File: config.mk
export PLATFORM = sky130hd
export DESIGN_NAME = resistor_ladder_button_classifier
export DESIGN_NICKNAME = d
export VERILOG_FILES = /design/src/sv/rlbc_pkg.sv /design/src/sv/rlbc_front.sv /design/src/sv/rlbc_queue.sv /design/src/sv/rlbc_back.sv /design/src/sv/resistor_ladder_button_classifier.sv
export VERILOG_INCLUDE_DIRS = /design/src /design/src/sv
export SDC_FILE = /design/constraint.sdc
export NUM_CORES = 2
export LEC_CHECK = 0
export BUFFER_PORTS_ARGS = -buffer_cell sky130_fd_sc_hd__buf_2
export CORE_ASPECT_RATIO = 1.5
export CORE_MARGIN = 4
export CORE_UTILIZATION = 50
export DETAILED_ROUTE_END_ITERATION = 16
export PLACE_DENSITY = 0.63
export RECOVER_POWER = 25
export SLEW_MARGIN = 20
export SYNTH_ARGS = -nofsm -noshare
export SYNTH_HDL_FRONTEND = slang
export SYNTH_SLANG_ARGS = --single-unit
File: constraint.sdc
create_clock -name clk -period 30.7 [get_ports clk]
set_input_delay 6.14 -clock clk [delete_from_list [all_inputs] [get_ports clk]]
set_output_delay 6.14 -clock clk [all_outputs]
set_load 0.02 [all_outputs]
File: src/sv/resistor_ladder_button_classifier_assert.svh
// Assertion helpers for the RTL modules; only rlbc_back includes them.
// Each macro expects clk and rst_n in the enclosing scope.
`ifndef RESISTOR_LADDER_BUTTON_CLASSIFIER_ASSERT_SVH
`define RESISTOR_LADDER_BUTTON_CLASSIFIER_ASSERT_SVH

// Same-cycle implication.
`define RLBC_ASSERT_SAME(lbl, ante, cons, msg) \
  lbl: assert property (@(posedge clk) disable iff (!rst_n) (ante) |-> (cons)) \
    else $error(msg);

// Next-cycle implication.
`define RLBC_ASSERT_NEXT(lbl, ante, cons, msg) \
  lbl: assert property (@(posedge clk) disable iff (!rst_n) (ante) |=> (cons)) \
    else $error(msg);

`endif

File: src/sv/rlbc_pkg.sv
`timescale 1ns / 1ps
`default_nettype none
package rlbc_pkg;

  localparam int unsigned CFG_W     = 20;
  localparam int unsigned CFG_IDX_W = 3;

  localparam int unsigned TIME_W = 32;
  localparam int unsigned ADC_W  = 12;
  localparam int unsigned CODE_W = 4;
  localparam int unsigned SEC_W  = 23;
  localparam int unsigned IN_DATA_W  = 48;
  localparam int unsigned OUT_DATA_W = 24;

  localparam int unsigned TICK_INTERVAL_MS_DEF = 1000;
  localparam int unsigned QUEUE_DEPTH_DEF      = 2;

  localparam logic [TIME_W-1:0] MS_PER_SECOND = 32'd1000;
  // held / 1000 == (held * SEC_RECIP) >> SEC_SHIFT for every 32-bit held
  localparam logic [31:0] SEC_RECIP = 32'd2199023256;
  localparam int unsigned SEC_SHIFT = 41;

  localparam logic [1:0] BTN_NONE  = 2'd0;
  localparam logic [1:0] BTN_ONE   = 2'd1;
  localparam logic [1:0] BTN_TWO   = 2'd2;
  localparam logic [1:0] BTN_THREE = 2'd3;

  localparam logic [CODE_W-1:0] EV_B1_SHORT  = 4'd0;
  localparam logic [CODE_W-1:0] EV_B1_LONG1  = 4'd1;
  localparam logic [CODE_W-1:0] EV_B1_LONG2  = 4'd2;
  localparam logic [CODE_W-1:0] EV_B1_LONG3  = 4'd3;
  localparam logic [CODE_W-1:0] EV_B2_SINGLE = 4'd4;
  localparam logic [CODE_W-1:0] EV_B2_DOUBLE = 4'd5;
  localparam logic [CODE_W-1:0] EV_B3_SINGLE = 4'd6;
  localparam logic [CODE_W-1:0] EV_B3_DOUBLE = 4'd7;
  localparam logic [CODE_W-1:0] EV_TICK      = 4'd8;

  typedef enum logic [CFG_IDX_W-1:0] {
    REG_LIMIT_FIRST  = 3'd0,
    REG_LIMIT_SECOND = 3'd1,
    REG_LIMIT_THIRD  = 3'd2,
    REG_DEBOUNCE     = 3'd3,
    REG_HOLD_ONE     = 3'd4,
    REG_HOLD_TWO     = 3'd5,
    REG_HOLD_THREE   = 3'd6,
    REG_TAP_WINDOW   = 3'd7
  } cfg_reg_t;

  // Events caused by one poll, in delivery order: release, b2 single,
  // b3 single, tick.
  typedef struct packed {
    logic                rel_vld;
    logic [CODE_W-1:0]   rel_code;
    logic                b2_single;
    logic                b3_single;
    logic                tick;
    logic [TIME_W-1:0]   held_ms;
  } bundle_t;

endpackage
`default_nettype wire

File: src/sv/rlbc_front.sv
`timescale 1ns / 1ps
`default_nettype none
module rlbc_front #(
  parameter int unsigned TICK_INTERVAL_MS = rlbc_pkg::TICK_INTERVAL_MS_DEF
) (
  input  wire logic                             clk,
  input  wire logic                             rst_n,
  input  wire logic                             cfg_we,
  input  wire logic [rlbc_pkg::CFG_IDX_W-1:0]   cfg_index,
  input  wire logic [rlbc_pkg::CFG_W-1:0]       cfg_wdata,
  input  wire logic                             in_tvalid,
  output logic                                  in_tready,
  input  wire logic [rlbc_pkg::IN_DATA_W-1:0]   in_tdata,
  input  wire logic                             q_full,
  output logic                                  push,
  output rlbc_pkg::bundle_t                     push_data
);

  localparam logic [rlbc_pkg::TIME_W-1:0] TICK_MS = rlbc_pkg::TIME_W'(TICK_INTERVAL_MS);

  function automatic logic [1:0] decode(input logic [11:0] s, input logic [11:0] l1,
                                        input logic [11:0] l2, input logic [11:0] l3);
    logic [1:0] b;
    if (s < l1)      b = rlbc_pkg::BTN_ONE;
    else if (s < l2) b = rlbc_pkg::BTN_TWO;
    else if (s < l3) b = rlbc_pkg::BTN_THREE;
    else             b = rlbc_pkg::BTN_NONE;
    return b;
  endfunction

  // configuration
  logic [11:0] lim1_r, lim2_r, lim3_r;
  logic [15:0] deb_r, win_r;
  logic [19:0] hold1_r, hold2_r, hold3_r;

  // classifier state
  logic [1:0]  cand_r, cand_nxt, settled_r, settled_nxt, heldb_r, heldb_nxt;
  logic [31:0] since_r, since_nxt, press_r, press_nxt, last_r, last_nxt;
  logic        armed_r, armed_nxt, w2_r, w2_nxt, w3_r, w3_nxt;
  logic [31:0] t2_r, t2_nxt, t3_r, t3_nxt;

  logic [31:0] now, since_diff, held, t2_diff, t3_diff, tick_diff;
  logic [11:0] sample;
  logic [1:0]  btn;
  logic        acc, cand_chg, stable_ok, settle, press, rel, dbl2, dbl3;
  logic [rlbc_pkg::CODE_W-1:0] b1_code;
  rlbc_pkg::bundle_t bnd;

  assign now        = in_tdata[31:0];
  assign sample     = in_tdata[43:32];
  assign in_tready  = !q_full;
  assign acc        = in_tvalid && in_tready;
  assign btn        = decode(sample, lim1_r, lim2_r, lim3_r);
  assign since_diff = now - since_r;
  assign held       = now - press_r;
  assign t2_diff    = now - t2_r;
  assign t3_diff    = now - t3_r;
  assign tick_diff  = now - last_r;

  always_ff @(posedge clk) begin
    if (!rst_n) begin
      lim1_r  <= 12'd1000;
      lim2_r  <= 12'd2000;
      lim3_r  <= 12'd3000;
      deb_r   <= 16'd30;
      hold1_r <= 20'd2000;
      hold2_r <= 20'd4000;
      hold3_r <= 20'd10000;
      win_r   <= 16'd300;
    end else if (cfg_we) begin
      case (rlbc_pkg::cfg_reg_t'(cfg_index))
        rlbc_pkg::REG_LIMIT_FIRST:  lim1_r  <= cfg_wdata[11:0];
        rlbc_pkg::REG_LIMIT_SECOND: lim2_r  <= cfg_wdata[11:0];
        rlbc_pkg::REG_LIMIT_THIRD:  lim3_r  <= cfg_wdata[11:0];
        rlbc_pkg::REG_DEBOUNCE:     deb_r   <= cfg_wdata[15:0];
        rlbc_pkg::REG_HOLD_ONE:     hold1_r <= cfg_wdata[19:0];
        rlbc_pkg::REG_HOLD_TWO:     hold2_r <= cfg_wdata[19:0];
        rlbc_pkg::REG_HOLD_THREE:   hold3_r <= cfg_wdata[19:0];
        rlbc_pkg::REG_TAP_WINDOW:   win_r   <= cfg_wdata[15:0];
        default: ;
      endcase
    end
  end

  always_comb begin
    cand_chg  = btn != cand_r;
    // a fresh candidate has zero age, so it settles only with no debounce time
    stable_ok = cand_chg ? (deb_r == 16'd0) : (since_diff >= {16'd0, deb_r});
    settle    = (btn != settled_r) && stable_ok;
    press     = settle && (settled_r == rlbc_pkg::BTN_NONE);
    rel       = settle && (btn == rlbc_pkg::BTN_NONE);
    dbl2      = w2_r && (t2_diff <= {16'd0, win_r});
    dbl3      = w3_r && (t3_diff <= {16'd0, win_r});

    if (held >= {12'd0, hold3_r})      b1_code = rlbc_pkg::EV_B1_LONG3;
    else if (held >= {12'd0, hold2_r}) b1_code = rlbc_pkg::EV_B1_LONG2;
    else if (held >= {12'd0, hold1_r}) b1_code = rlbc_pkg::EV_B1_LONG1;
    else                               b1_code = rlbc_pkg::EV_B1_SHORT;

    cand_nxt    = cand_r;
    since_nxt   = since_r;
    settled_nxt = settled_r;
    heldb_nxt   = heldb_r;
    press_nxt   = press_r;
    last_nxt    = last_r;
    armed_nxt   = armed_r;
    w2_nxt      = w2_r;
    t2_nxt      = t2_r;
    w3_nxt      = w3_r;
    t3_nxt      = t3_r;
    bnd         = '0;
    bnd.held_ms = held;

    if (acc) begin
      if (cand_chg) begin
        cand_nxt  = btn;
        since_nxt = now;
      end
      if (settle) settled_nxt = btn;
      if (press) begin
        heldb_nxt = btn;
        press_nxt = now;
        last_nxt  = now;
        armed_nxt = 1'b1;
      end
      if (rel) begin
        heldb_nxt = rlbc_pkg::BTN_NONE;
        last_nxt  = 32'd0;
        armed_nxt = 1'b0;
        case (settled_r)
          rlbc_pkg::BTN_ONE: begin
            bnd.rel_vld  = 1'b1;
            bnd.rel_code = b1_code;
          end
          rlbc_pkg::BTN_TWO: begin
            if (dbl2) begin
              w2_nxt       = 1'b0;
              bnd.rel_vld  = 1'b1;
              bnd.rel_code = rlbc_pkg::EV_B2_DOUBLE;
            end else begin
              w2_nxt = 1'b1;
              t2_nxt = now;
            end
          end
          rlbc_pkg::BTN_THREE: begin
            if (dbl3) begin
              w3_nxt       = 1'b0;
              bnd.rel_vld  = 1'b1;
              bnd.rel_code = rlbc_pkg::EV_B3_DOUBLE;
            end else begin
              w3_nxt = 1'b1;
              t3_nxt = now;
            end
          end
          default: ;
        endcase
      end
      // a window touched by this release cannot expire in the same poll
      if (w2_r && !(rel && settled_r == rlbc_pkg::BTN_TWO) && t2_diff > {16'd0, win_r}) begin
        w2_nxt        = 1'b0;
        bnd.b2_single = 1'b1;
      end
      if (w3_r && !(rel && settled_r == rlbc_pkg::BTN_THREE) && t3_diff > {16'd0, win_r}) begin
        w3_nxt        = 1'b0;
        bnd.b3_single = 1'b1;
      end
      // a press or a release in this poll leaves no tick
      if (!press && !rel && heldb_r == rlbc_pkg::BTN_ONE && armed_r &&
          held >= rlbc_pkg::MS_PER_SECOND && tick_diff >= TICK_MS) begin
        last_nxt = now;
        bnd.tick = 1'b1;
      end
    end
  end

  assign push      = acc && (bnd.rel_vld || bnd.b2_single || bnd.b3_single || bnd.tick);
  assign push_data = bnd;

  always_ff @(posedge clk) begin
    if (!rst_n) begin
      cand_r    <= rlbc_pkg::BTN_NONE;
      since_r   <= 32'd0;
      settled_r <= rlbc_pkg::BTN_NONE;
      heldb_r   <= rlbc_pkg::BTN_NONE;
      press_r   <= 32'd0;
      last_r    <= 32'd0;
      armed_r   <= 1'b0;
      w2_r      <= 1'b0;
      t2_r      <= 32'd0;
      w3_r      <= 1'b0;
      t3_r      <= 32'd0;
    end else begin
      cand_r    <= cand_nxt;
      since_r   <= since_nxt;
      settled_r <= settled_nxt;
      heldb_r   <= heldb_nxt;
      press_r   <= press_nxt;
      last_r    <= last_nxt;
      armed_r   <= armed_nxt;
      w2_r      <= w2_nxt;
      t2_r      <= t2_nxt;
      w3_r      <= w3_nxt;
      t3_r      <= t3_nxt;
    end
  end

endmodule
`default_nettype wire

File: src/sv/rlbc_queue.sv
`timescale 1ns / 1ps
`default_nettype none
module rlbc_queue #(
  parameter int unsigned DEPTH = rlbc_pkg::QUEUE_DEPTH_DEF
) (
  input  wire logic              clk,
  input  wire logic              rst_n,
  input  wire logic              push,
  input  wire rlbc_pkg::bundle_t push_data,
  output logic                   full,
  input  wire logic              pop,
  output rlbc_pkg::bundle_t      head,
  output logic                   nonempty
);

  localparam int unsigned PW = (DEPTH > 1) ? $clog2(DEPTH) : 1;
  localparam int unsigned CW = $clog2(DEPTH + 1);
  localparam logic [PW-1:0] LAST_PTR = PW'(DEPTH - 1);
  localparam logic [CW-1:0] FULL_CNT = CW'(DEPTH);

  rlbc_pkg::bundle_t mem [DEPTH];
  logic [PW-1:0] wp_r, rp_r;
  logic [CW-1:0] cnt_r, cnt_nxt;

  assign full     = cnt_r == FULL_CNT;
  assign nonempty = cnt_r != '0;
  assign head     = mem[rp_r];

  always_comb begin
    cnt_nxt = cnt_r;
    if (push && !pop)      cnt_nxt = cnt_r + CW'(1);
    else if (pop && !push) cnt_nxt = cnt_r - CW'(1);
  end

  always_ff @(posedge clk) begin
    if (push) mem[wp_r] <= push_data;
  end

  always_ff @(posedge clk) begin
    if (!rst_n) begin
      wp_r  <= '0;
      rp_r  <= '0;
      cnt_r <= '0;
    end else begin
      if (push) wp_r <= (wp_r == LAST_PTR) ? '0 : wp_r + PW'(1);
      if (pop)  rp_r <= (rp_r == LAST_PTR) ? '0 : rp_r + PW'(1);
      cnt_r <= cnt_nxt;
    end
  end

endmodule
`default_nettype wire

File: src/sv/rlbc_back.sv
`timescale 1ns / 1ps
`default_nettype none
`include "resistor_ladder_button_classifier_assert.svh"
module rlbc_back (
  input  wire logic                              clk,
  input  wire logic                              rst_n,
  input  wire logic                              q_nonempty,
  input  wire rlbc_pkg::bundle_t                 head,
  output logic                                   pop,
  output logic                                   out_tvalid,
  input  wire logic                              out_tready,
  output logic [rlbc_pkg::OUT_DATA_W-1:0]        out_tdata,
  output logic [rlbc_pkg::CODE_W-1:0]            out_tuser,
  output logic                                   out_tlast
);

  // pending mask: bit 0 release, 1 b2 single, 2 b3 single, 3 tick
  logic [3:0]  pend_r, pend_nxt, pend_left, sel;
  logic [rlbc_pkg::CODE_W-1:0] rcode_r, rcode_nxt;
  logic [63:0] prod_r, prod_nxt;
  logic        ov_r, ov_nxt, last_r, last_nxt, load_out;
  logic [rlbc_pkg::CODE_W-1:0] code_r, code_nxt;
  logic [rlbc_pkg::SEC_W-1:0]  secs_r, secs_nxt;

  assign load_out = !ov_r || out_tready;
  assign sel      = pend_r & (~pend_r + 4'd1);

  always_comb begin
    ov_nxt    = ov_r;
    code_nxt  = code_r;
    secs_nxt  = secs_r;
    last_nxt  = last_r;
    pend_left = pend_r;
    if (load_out) begin
      if (pend_r != 4'd0) begin
        ov_nxt    = 1'b1;
        pend_left = pend_r & ~sel;
        last_nxt  = (pend_r & ~sel) == 4'd0;
        secs_nxt  = '0;
        if (sel[0])      code_nxt = rcode_r;
        else if (sel[1]) code_nxt = rlbc_pkg::EV_B2_SINGLE;
        else if (sel[2]) code_nxt = rlbc_pkg::EV_B3_SINGLE;
        else begin
          code_nxt = rlbc_pkg::EV_TICK;
          secs_nxt = prod_r[rlbc_pkg::SEC_SHIFT +: rlbc_pkg::SEC_W];
        end
      end else begin
        ov_nxt = 1'b0;
      end
    end
    // take the next poll's events once the current ones are all handed out
    pop       = q_nonempty && (pend_left == 4'd0);
    pend_nxt  = pend_left;
    rcode_nxt = rcode_r;
    prod_nxt  = prod_r;
    if (pop) begin
      pend_nxt  = {head.tick, head.b3_single, head.b2_single, head.rel_vld};
      rcode_nxt = head.rel_code;
      prod_nxt  = 64'(head.held_ms) * 64'(rlbc_pkg::SEC_RECIP);
    end
  end

  always_ff @(posedge clk) begin
    if (!rst_n) begin
      pend_r <= 4'd0;
      ov_r   <= 1'b0;
    end else begin
      pend_r <= pend_nxt;
      ov_r   <= ov_nxt;
    end
  end

  always_ff @(posedge clk) begin
    rcode_r <= rcode_nxt;
    prod_r  <= prod_nxt;
    code_r  <= code_nxt;
    secs_r  <= secs_nxt;
    last_r  <= last_nxt;
  end

  assign out_tvalid = ov_r;
  assign out_tdata  = {1'b0, secs_r};
  assign out_tuser  = code_r;
  assign out_tlast  = last_r;

  `RLBC_ASSERT_SAME(a_secs_tick_only, out_tvalid && out_tuser != rlbc_pkg::EV_TICK, out_tdata == '0, "held seconds on a non-tick word")
  `RLBC_ASSERT_NEXT(a_run_unbroken, out_tvalid && out_tready && !out_tlast, out_tvalid, "run of results broken before its last word")
  `RLBC_ASSERT_NEXT(a_pop_has_events, pop, pend_r != 4'd0, "popped a poll with no events")

endmodule
`default_nettype wire

File: src/sv/resistor_ladder_button_classifier.sv
// Resistor-ladder button classifier.
// in_*  : one word per poll; in_tdata = time_ms [31:0], adc_sample [43:32].
// out_* : one word per event; out_tuser = event_code, out_tdata = held_seconds,
//         out_tlast marks the last event caused by a poll. Polls that cause
//         no event give no word.
// cfg_* : write port, eight registers by index (limits, debounce, hold levels,
//         tap window); user writes only while the block is idle (not enforced).
// The front end decodes, debounces and classifies one poll per cycle and
// drops its events for that poll into a short queue; in_tready falls only
// when that queue is full. The back end pops one poll's events, registers the
// held-seconds product, and hands out one word per cycle from an output
// register. The first word of a poll passes through the queue, the pending
// mask register and the output register; the sustained rate is set by the
// output port at one word per cycle (up to 3 per poll).
// When out_tready is low the output word holds, the back end waits, and the
// queue fills before the input stalls.
// Reset (rst_n low, synchronous) restores register defaults, clears all
// button state, empties the queue and drops any word not yet taken.
`timescale 1ns / 1ps
`default_nettype none
module resistor_ladder_button_classifier #(
  parameter int unsigned TICK_INTERVAL_MS = rlbc_pkg::TICK_INTERVAL_MS_DEF,
  parameter int unsigned QUEUE_DEPTH      = rlbc_pkg::QUEUE_DEPTH_DEF
) (
  input  wire logic                            clk,
  input  wire logic                            rst_n,
  input  wire logic                            cfg_we,
  input  wire logic [rlbc_pkg::CFG_IDX_W-1:0]  cfg_index,
  input  wire logic [rlbc_pkg::CFG_W-1:0]      cfg_wdata,
  input  wire logic                            in_tvalid,
  output logic                                 in_tready,
  // time_ms [31:0], adc_sample [43:32], zero [47:44]
  input  wire logic [rlbc_pkg::IN_DATA_W-1:0]  in_tdata,
  output logic                                 out_tvalid,
  input  wire logic                            out_tready,
  // held_seconds [22:0], zero [23]
  output logic [rlbc_pkg::OUT_DATA_W-1:0]      out_tdata,
  // event_code [3:0]
  output logic [rlbc_pkg::CODE_W-1:0]          out_tuser,
  output logic                                 out_tlast
);

  logic              q_full, q_nonempty, push, pop;
  rlbc_pkg::bundle_t push_data, head;

  // decode, debounce and classify; hold the poll when the queue is full
  rlbc_front #(
    .TICK_INTERVAL_MS(TICK_INTERVAL_MS)
  ) u_front (
    .clk       (clk),
    .rst_n     (rst_n),
    .cfg_we    (cfg_we),
    .cfg_index (cfg_index),
    .cfg_wdata (cfg_wdata),
    .in_tvalid (in_tvalid),
    .in_tready (in_tready),
    .in_tdata  (in_tdata),
    .q_full    (q_full),
    .push      (push),
    .push_data (push_data)
  );

  // decouple classification from delivery
  rlbc_queue #(
    .DEPTH(QUEUE_DEPTH)
  ) u_queue (
    .clk       (clk),
    .rst_n     (rst_n),
    .push      (push),
    .push_data (push_data),
    .full      (q_full),
    .pop       (pop),
    .head      (head),
    .nonempty  (q_nonempty)
  );

  // serialize each poll's events onto the result channel
  rlbc_back u_back (
    .clk        (clk),
    .rst_n      (rst_n),
    .q_nonempty (q_nonempty),
    .head       (head),
    .pop        (pop),
    .out_tvalid (out_tvalid),
    .out_tready (out_tready),
    .out_tdata  (out_tdata),
    .out_tuser  (out_tuser),
    .out_tlast  (out_tlast)
  );

endmodule
`default_nettype wire

==> impl_results.md <==
* Clk_skew at ~33 ps
* Synthesis-stage register bit count at approximately 440
* Crit end category: flop
* N_diodes at 0
* Yosys warns at 0
* Util after Layout at between 50% and 60%
* Syn Inst Count at about 4800
* CTS buffer count at 47
* Remaining Overflow, GRT at 0
* Fin area at 0.0459 mm²
* Final #Nets at a little under 6000
* Starting DRT DRC Count at 1271
* Failing checks: max-capacitance violations, max-slew violations
* Clock slew at reported path FFs at about 60 ps
* Worst slew pin tran at around 3200 ps
* Max Root-Sink Buffers at 3
* Crit path time final at approximately 13000 ps
* Die H at around 370 µm
* CTS tree: done
* Via count at between 30000 and 40000
* Hold Path Stages at 2
* Most common flop cell mapped by yosys: dfxtp_1
* Share of cells above drive strength 1 at 5.47%
* Antenna violations before repair at 0
* Final Slew Violations at ~220
* Total wire length at 111000 µm
* Area of the die at roughly 0.091 mm²
* Max transition margin at -114%
* Reg2Reg Depth at 29
* Routed Antenna Nets at 0
* R2R Path End: u_back.prod_r[58]
* Final period utilization at 41.5%
* Crit path arrival time at 12970 ps
* DRC violations left at 0
* Syn-to-layout area delta at 7.06%
* Count of cell types in the netlist at around 100
* Fillers at between 7000 and 8000
* Seq/Total Area, Yosys at 23.6%
* CP max FO at 39
* Critical path launch point type: input pin
* Pin count of the biggest net entering global routing at ~110
* Flop2flop setup slack at between 15000 and 20000 ps
* Final Setup Violations at 0
* Clock net sink count at around 440
* Worst-Skew Late Latency at slightly above 600 ps
* Req. time, crit path at about 31000 ps
* Total GRT Usage at around 25%
* Routed wl met3 at about 2800 µm
* Max-cap violations at 6
* Initial core utilization at between 50 and 60%
* Hold Buf Count CTS at 0
* GP Congestion at 0.951
* Post_cts resized at 0
* Status: finished with violations
* H-tree levels at 2
* Core area at ~0.085 mm²
* Vias in the first global route at 34000
* I/O Buffers at between 100 and 150
* Hold crit path type: reg2reg
* Final Hold Vio Count at 0
* Max Fclk at roughly 78 MHz
* Commonest non-fill, non-tap cell in the layout: inv_1
* Mapped cell area at 0.0429 mm²
* Unrepaired setup endpoints after global routing: false
* Average cell area after synthesis at roughly 8.9 µm²
* Die W at about 250 µm
* First-pass GRT wire length at 177000 µm
* Row Count at between 100 and 150
* Wire per inst at between 15 and 20 µm
* Clock Root Buffer: clkbuf_16
* Worst setup path start: in_tdata[0]
* Critical path capture point: u_queue.mem[0][14]
* Setup TNS at 0 ps
* Syn Nets at about 5900
* Setup bufs post-CTS at 0
* Placed inst area at 0.0444 mm²
* Post-synth EDFFs at approximately 130
* IO Pins at about 110
* Hpwl dp at about 90000 µm
* WS Path Type: in2reg
* WL met2 at around 62000 µm
* Most frequent cells in the layout: inv_1 (862), ha_1 (685), nand2_1 (401)
* Async SR Flop Fraction at 0%
* Vias per inst at approximately 5.5
* Drt first pass iters at 5
* Wire length on met1 at ~40000 µm
* Top Metal Used: met4
## registers in the layout (all words and copies together), names as in the netlist, 3 cells and up, named ones only
name              cells
u_back.out_tuser      4
u_front.lim1_r       12
u_front.win_r        16
u_front.hold3_r      20
u_front.hold1_r      20
u_front.last_r       32
u_back.rcode_r        3
u_front.deb_r        16
u_front.t3_r         32
u_front.hold2_r      20
u_front.press_r      32
u_front.lim3_r       12
u_back.pend_r         4
u_front.lim2_r       12
u_queue.mem          78
u_front.since_r      32
u_front.t2_r         32
u_back.secs_r        23
u_back.prod_r        23
## final cells by class
cell class                      count  area, µm²  area share [%]
Clock buffer                       63       1370            2.98
Clock inverter                     22        179           0.390
Inverter                          865       3250            7.08
Multi-Input combinational cell   3352      28900            63.0
Sequential cell                   439      10100            22.0
Tap cell                         1130       1410            3.08
Timing Repair Buffer              126        667            1.45
## metrics by stage
stage | setup WS (ps) | hold slack, ps | std cells
3_5_place_dp | 17550 | 445 | 5912
6_report | 17950 | 449 | 5997
5_1_grt | 17470 | 466 | 5997
4_1_cts | 18140 | 453 | 5997
2_1_floorplan | 16760 | 432 | 4792
3_3_place_gp | 17650 | 439 | 5912
## metal layers
layer | vias up | global-route usage, %
li1 | 16300 | -
met1 | 15900 | 25.5
met2 | 510 | 49.3
met3 | 249 | 2.12
met4 | 0 | 10.6
met5 | - | 0
## cells by family after synthesis
logic type	count (synthesis)	synth area share, %
other cells	1	0.00875
xor+xnor	130	2.66
fa+ha+maj	989	34.2
simple gates	1155	12.6
compound gates	891	13.5
mux	186	4.38
flops	439	23.6
buf+inv	1001	9.10
## worst max-delay path, stage by stage
cell and delay [ps]:
clkbuf_1 310, inv_1 240, ha_1 280, fa_1 390, nand2b_1 180, a21oi_1 310, o21ai_0 320, o21bai_1 210
a21oi_1 100, xnor2_1 140, ha_1 290, a21o_1 190, a221oi_1 380, o211ai_1 140, o21ai_0 470, nor3b_1 260
nand4b_1 100, or4_1 490, and4bb_1 270, nand4_1 300, o211ai_1 350, a22oi_2 140, and2_4 210, a211oi_4 220
buf_4 470
## worst min-delay path by stage
| stage | startpoint | endpoint | slack, ps |
|---|---|---|---|
| 4_1_cts | u_front.lim3_r[0] | u_front.lim3_r[0] | 450 |
| 3_3_place_gp | u_front.lim2_r[0] | u_front.lim2_r[0] | 440 |
| 2_1_floorplan | u_front.lim2_r[0] | u_front.lim2_r[0] | 430 |
| 5_1_grt | u_front.lim3_r[2] | u_front.lim3_r[2] | 470 |
| 3_5_place_dp | u_front.lim3_r[0] | u_front.lim3_r[0] | 440 |
| 6_report | u_front.lim3_r[0] | u_front.lim3_r[0] | 450 |
## Yosys cell counts (28+ instances only)
cell type | count | area share, %
o21bai_1 | 28 | 0.49
o21ai_0 | 118 | 1.4
a31oi_1 | 32 | 0.47
inv_1 | 864 | 7.6
ha_1 | 685 | 20
nor2b_1 | 37 | 0.54
clkbuf_1 | 96 | 0.84
and2_1 | 42 | 0.61
dfxtp_1 | 307 | 14
nand2b_1 | 37 | 0.54
mux2i_1 | 172 | 4.0
a21oi_1 | 330 | 3.9
nor2_1 | 326 | 2.9
xnor2_1 | 76 | 1.6
nand3_1 | 84 | 0.98
nand2_1 | 401 | 3.5
xor2_1 | 54 | 1.1
edfxtp_1 | 132 | 9.2
fa_1 | 303 | 14
nand4_1 | 60 | 0.88
nor3_1 | 42 | 0.49
o211ai_1 | 67 | 1.2
a21o_1 | 93 | 1.6
a211oi_1 | 38 | 0.67
Power is left out: the tool's default activity adds up to more than one toggle a clock period on the data nets, which glitch-free logic cannot reach.
